`src/multi_queue_task_fifo_assert.svh`:
```
// Assertion macros for the multi-queue task FIFO.
// Expects signals named clk and rst_n in the scope that uses them.
`ifndef MULTI_QUEUE_TASK_FIFO_ASSERT_SVH
`define MULTI_QUEUE_TASK_FIFO_ASSERT_SVH

// The consequent must hold in the same cycle as the antecedent.
`define MQTF_ASSERT_IMP(name, ante, cons, msg) \
    name: assert property (@(posedge clk) disable iff (!rst_n) (ante) |-> (cons)) \
        else $error(msg);

// The consequent must hold in the cycle after the antecedent.
`define MQTF_ASSERT_NXT(name, ante, cons, msg) \
    name: assert property (@(posedge clk) disable iff (!rst_n) (ante) |=> (cons)) \
        else $error(msg);

`endif

```
`src/mqtf_pkg.sv`:
```
// Shared constants, codes and types of the multi-queue task FIFO.
// No dependencies; every other file but the assertion header imports this package.
package mqtf_pkg;

    localparam int USER_DEPTH   = 16;
    localparam int LAYER_DEPTH  = 16;
    localparam int LAYER_QUEUES = 4;
    localparam int NUM_QUEUES   = LAYER_QUEUES + 1;

    localparam int PTR_W   = 8;
    localparam int WORD_W  = 32;
    localparam int SLOT_W  = 2 * WORD_W;
    localparam int CMD_W   = 2;
    localparam int QSEL_W  = 3;
    localparam int STAT_W  = 2;
    localparam int DIFF_W  = PTR_W + 1;
    localparam int QIDX_W  = (NUM_QUEUES > 1) ? $clog2(NUM_QUEUES) : 1;
    localparam int UA_W    = $clog2(USER_DEPTH);
    localparam int LD_W    = $clog2(LAYER_DEPTH);
    localparam int LMEM_DEPTH = LAYER_QUEUES * LAYER_DEPTH;
    localparam int LA_W    = (LMEM_DEPTH > 1) ? $clog2(LMEM_DEPTH) : 1;

    typedef enum logic [CMD_W-1:0] {
        CMD_PUSH  = 2'd0,
        CMD_POP   = 2'd1,
        CMD_QUERY = 2'd2
    } cmd_t;

    typedef enum logic [STAT_W-1:0] {
        ST_OK       = 2'd0,
        ST_OVERFLOW = 2'd1,
        ST_EMPTY    = 2'd2
    } status_t;

    // Strobes from the controller to the datapath.
    typedef struct packed {
        logic capture;
        logic exec;
        logic finish;
    } mqtf_ctl_t;

endpackage

```
`src/mqtf_ctrl.sv`:
```
// Sequencing controller: accepts a request, runs it, then hands the beat out.
// Depends on mqtf_pkg.
module mqtf_ctrl
    import mqtf_pkg::*;
(
    input  logic      clk,
    input  logic      rst_n,
    input  logic      in_valid,
    output logic      in_ready,
    output logic      out_valid,
    input  logic      out_ready,
    output mqtf_ctl_t ctl
);

    typedef enum logic [1:0] {
        S_IDLE,
        S_EXEC,
        S_DONE
    } state_t;

    state_t state_reg;
    state_t state_next;
    logic   out_valid_reg;
    logic   out_valid_next;
    logic   slot_free;

    assign slot_free   = !out_valid_reg || out_ready;
    assign in_ready    = (state_reg == S_IDLE);
    assign ctl.capture = in_ready && in_valid;
    assign ctl.exec    = (state_reg == S_EXEC);
    assign ctl.finish  = (state_reg == S_DONE) && slot_free;
    assign out_valid   = out_valid_reg;

    always_comb
    begin
        state_next = state_reg;
        unique case (state_reg)
            S_IDLE:
            begin
                if (ctl.capture)
                begin
                    state_next = S_EXEC;
                end
            end
            S_EXEC:
            begin
                state_next = S_DONE;
            end
            S_DONE:
            begin
                if (slot_free)
                begin
                    state_next = S_IDLE;
                end
            end
            default:
            begin
                state_next = S_IDLE;
            end
        endcase
    end

    always_comb
    begin
        priority if (ctl.finish)
        begin
            out_valid_next = 1'b1;
        end
        else if (out_ready)
        begin
            out_valid_next = 1'b0;
        end
        else
        begin
            out_valid_next = out_valid_reg;
        end
    end

    always_ff @(posedge clk or negedge rst_n)
    begin
        if (!rst_n)
        begin
            state_reg     <= S_IDLE;
            out_valid_reg <= 1'b0;
        end
        else
        begin
            state_reg     <= state_next;
            out_valid_reg <= out_valid_next;
        end
    end

endmodule

```
`config.mk`:
```
export PLATFORM = sky130hd
export DESIGN_NAME = mqtf_ctrl
export DESIGN_NICKNAME = d
export VERILOG_FILES = /design/src/multi_queue_task_fifo_assert.svh /design/src/mqtf_pkg.sv /design/src/mqtf_ctrl.sv
export SDC_FILE = /design/constraint.sdc
export NUM_CORES = 1
export LEC_CHECK = 0
export BUFFER_PORTS_ARGS = -buffer_cell sky130_fd_sc_hd__buf_2
export CORE_AREA = 2 2 39 41
export CTS_CLUSTER_DIAMETER = 60
export DETAILED_ROUTE_END_ITERATION = 16
export DIE_AREA = 0 0 41 43
export GPL_ROUTABILITY_DRIVEN = 0
export GPL_TIMING_DRIVEN = 0
export MAX_ROUTING_LAYER = met4
export PLACE_DENSITY = 0.35
export SLEW_MARGIN = 15
export SYNTH_ARGS = -nofsm -noshare
export SYNTH_HDL_FRONTEND = slang
export SYNTH_SLANG_ARGS = --single-unit
export TNS_END_PERCENT = 100
```
`constraint.sdc`:
```
create_clock -name clk -period 1 [get_ports clk]
set_input_delay 0.2 -clock clk [delete_from_list [all_inputs] [get_ports clk]]
set_output_delay 0.2 -clock clk [all_outputs]
set_load 0.1 [all_outputs]
```
-- Yosys cells after proc, flatten, opt, wreduce, memory -nomap -nowiden
Index checks and enable logic that the tools add are counted.
- bitwise gates (word level): 0
- reduce and logical (&&, ||, !) cells: 7
- multiply operators: 0
- mux-type cells: 5
- equal/unequal tests: 4
- divide/modulo/power cells: 0
- add/sub/neg operators: 0
- shift-type cells: 0
- order comparisons: 0
- operators by type and width (kind ; number):
    $pmux W2 S3 ; 1
    $mux W2 ; 2
    $eq A2 B1 Y1 const B ; 1
    $eq A2 B2 Y1 const B ; 1
    $logic_and A1 B1 Y1 ; 2
    $logic_not A2 Y1 ; 1
    $mux W1 ; 2
    $ne A2 B1 Y1 const B ; 1
    $ne A2 B2 Y1 const B ; 1
    $reduce_and A2 Y1 ; 1
    $reduce_bool A2 Y1 ; 1
    $logic_not A1 Y1 ; 1
    $logic_or A1 B1 Y1 ; 1
- word-level logic and storage cells: 18
- memories: 0
- flip-flop bits (word level): 3
- output and inout port bits: 5
- RAM bits: 0
- ROM bits: 0
- latch bits: 0
- bits of input ports: 4

-- Logic depth before layout (Yosys ltp)
- word-level depth: 4
- gate-level depth with buffers: 3
- depth with buffers taken out: 2

-- Worst setup path after synthesis
Ideal clock, no wire load.
- path kind: flip-flop to output port
- start point: register state_reg[1]
- end point: output ctl[2] (netlist bit)
- path buffers: 0
- cell stages (with the launch flop): 3
- data required time: 0.800 ns
- setup slack: -1.304 ns
- data arrival time: 2.104 ns
- cell sequence: dfrtp_1 > nor2_2 > and2_1
- RTL lines (what ; RTL line ; text):
    from (decl) ; mqtf_ctrl.sv:21 ; state_t state_reg;
    from (signal assigned) ; mqtf_ctrl.sv:88 ; state_reg <= state_next;
    to (decl) ; mqtf_ctrl.sv:12 ; output mqtf_ctl_t ctl

==> impl_metrics.py <==
metrics = {
    "synth": {
        "synthCells": 13,
        "synth_top_family_by_area": "simple AND/OR/NAND/NOR gates",
        "yosys.area.top_type": "dfrtp_1",
        "yosysUniqueCellTypes": 9,
        "synth_fa_ha_area_share_pct": 0,
        "synth.net_count": 17,
        "synth-async-reset-ratio_pct": 100.0,
        "yosys.cell_count.top_type": "dfrtp_1",
        "synth-compound-area-share_pct": 5.357,
        "yosysSeqAreaShare_pct": 53.57,
        "synth_area_leaders": "dfrtp_1, and2_1, nand2b_1",
        "synth_edf_count": 0,
        "synth_warnings": 0,
        "yosys-top-cells-count": "dfrtp_1, and2_1, nand2b_1",
        "muxShareOfSynthArea_pct": 0,
        "synthXorXnorAreaFrac_pct": 0,
        "synth_ff_type": "dfrtp_1",
        "syn-cell-area_um2": 140.1,
        "synth_top_cell_area_share_pct": 53.57,
        "yosys.area_share.simple_pct": 35.71,
        "ys_ff_latch": 3,
        "syn-mean-instance-area_um2": 10.78,
    },
    "global_route": {
        "antenna_found_initial": 0,
        "grt_pass1_wl_um": 683,
        "gr-total-overflow": 0,
        "track_usage_pct": 6.488,
        "grt_pass1_vias": 158,
        "grt_max_degree": 4,
    },
    "floorplan": {
        "dieWidth_um": 41,
        "core-area_um2": 1384,
        "ios": 9,
        "rows": 14,
        "start_util_pct": 10.13,
        "dieArea_um2": 1763,
        "die_h_um": 43,
    },
    "sta": {
        "layout_min_cycle_time_ns": 1.322,
        "hold_viol": 0,
        "setup-violations-final": 6,
        "finalWorstSetupSlack_ns": -0.3219,
        "setup_tns_ns": -1.347,
        "rsz0062_at_grt": "yes",
        "max_freq_mhz": 756.5,
        "maxSlewViolCount": 0,
        "layout_worst_path_cycle_share_pct": 132.2,
        "slew_headroom_pct": 81.63,
        "fin_skew_ns": 0.003338,
        "hold_ws_ns": 0.1936,
        "tightest_slew_ns": 0.2778,
    },
    "setup_path": {
        "r2r_cells": 4,
        "critPathKind": "reg -> out",
        "r2r_start": "state_reg[0]",
        "cp-start-kind": "flip-flop",
        "required_ns": 0.80,
        "r2r_end": "state_reg[1]",
        "crit_path_end_kind": "output port",
        "critPathMaxFanout": 3,
        "cp.arrival_ns": 1.12,
        "rrSetupSlack_ns": -0.04,
    },
    "route": {
        "dr.first_iter.drc_count": 3,
        "routed_wl_um": 385,
        "drt-pass1-iter-count": 2,
        "ant_nets": 0,
        "post_drt_wl_per_cell_um": 8.750,
        "num_vias": 142,
        "drcViolationCount": 0,
        "vias_per_cell": 3.227,
    },
    "cts": {
        "cts_buffers": 3,
        "clkTransAtPathRegs_ns": 0.04,
        "clock_path_buffers": 2,
        "htreeDepth": 1,
        "clock_latency_ns": 0.23,
        "cts_tree": "built",
        "cts_sinks": 3,
        "root_buffer": "clkbuf_4",
    },
    "worst_hold_path": {
        "min_path_type": "in -> reg",
        "hold_path_end": "state_reg[0]",
        "min_path_cells": 2,
        "hp-start": "in_valid",
    },
    "job": {
        "max-cap-violations": 0,
    },
    "run_status": {
        "outcome": "finished, violations left",
        "violations": "setup timing",
    },
    "final_layout": {
        "diodes": 0,
        "layout.nets": 33,
        "largest_register_ffs": 2,
        "syn2layout_area_growth_pct": 142.9,
        "drive_gt1_share_pct": 78.57,
        "stdcell_count": 44,
        "fin_util_pct": 24.59,
    },
    "place": {
        "dp_cells": 37,
        "io_buffers": 8,
    },
}
## layout by cell type, fill, tap and decap left out
cell type	netlist	layout
dfrtp_2	0	1
dfrtp_1	3	1
nand2b_4	0	2
dfrtp_4	0	1
clkbuf_1	0	1
clkbuf_4	0	3
o21bai_1	1	1
nor2_4	0	1
buf_4	1	4
nand2_1	1	1
buf_6	0	1
buf_2	0	3
nor2b_2	1	1
and2_1	2	1
nor2b_4	0	1
buf_12	0	3
and2_4	0	1
dlygate4sd3_1	0	1
## cells by family (layout without fill, tap and decap cells)
logic type / Yosys count / after routing
AOI/OAI and AO/OA: 1 / 1
buffers and inverters: 1 / 16
DFF: 3 / 3
and+or+nand+nor: 8 / 8
## per-stage QoR
step | worst slack [ns] | area (µm²)
2_1_floorplan | -0.5519 | 178.9
3_3_place_gp | -0.4538 | 239.0
3_5_place_dp | -0.4578 | 239.0
4_1_cts | -0.3245 | 329.1
5_1_grt | -0.3590 | 340.3
6_report | -0.3219 | 340.3
## worst max-delay path: stages, from the launching register on
cell	delay, ns
dfrtp_1	0.41
nand2b_4	0.17
nor2b_4	0.13
buf_12	0.18
## cell type report
type / count / area (µm²)
Fill cell: 154 / 1044
Timing Repair Buffer: 12 / 126.4
Multi-Input combinational cell: 9 / 87.58
Sequential cell: 3 / 80.08
Clock buffer: 4 / 26.28
Tap cell: 16 / 20.02
## layer usage
layer,GRT usage (%),part of all wire [%]
met5,-,0
met4,6.000,0
met2,7.187,44
met3,5.236,14
met1,6.774,42
## timing repair
item	CTS	global route
buffers inserted	2	1
setup endpoints to repair	5	5
hold buffers	1	0
pin swaps	0	0
hold endpoints to repair	3	0
gates resized for setup	16	1
## worst max-delay path by stage
stage                   to  slack (ns)    startpoint
floorplan           ctl[2]       -0.55  state_reg[0]
global placement    ctl[0]       -0.45  state_reg[0]
detailed placement  ctl[0]       -0.46  state_reg[0]
CTS                 ctl[0]       -0.32  state_reg[0]
global route        ctl[0]       -0.36  state_reg[0]
finish              ctl[0]       -0.32  state_reg[0]
Power is not shown: default switching activity piles up to over one toggle a cycle in this logic, so the estimate is an artifact.
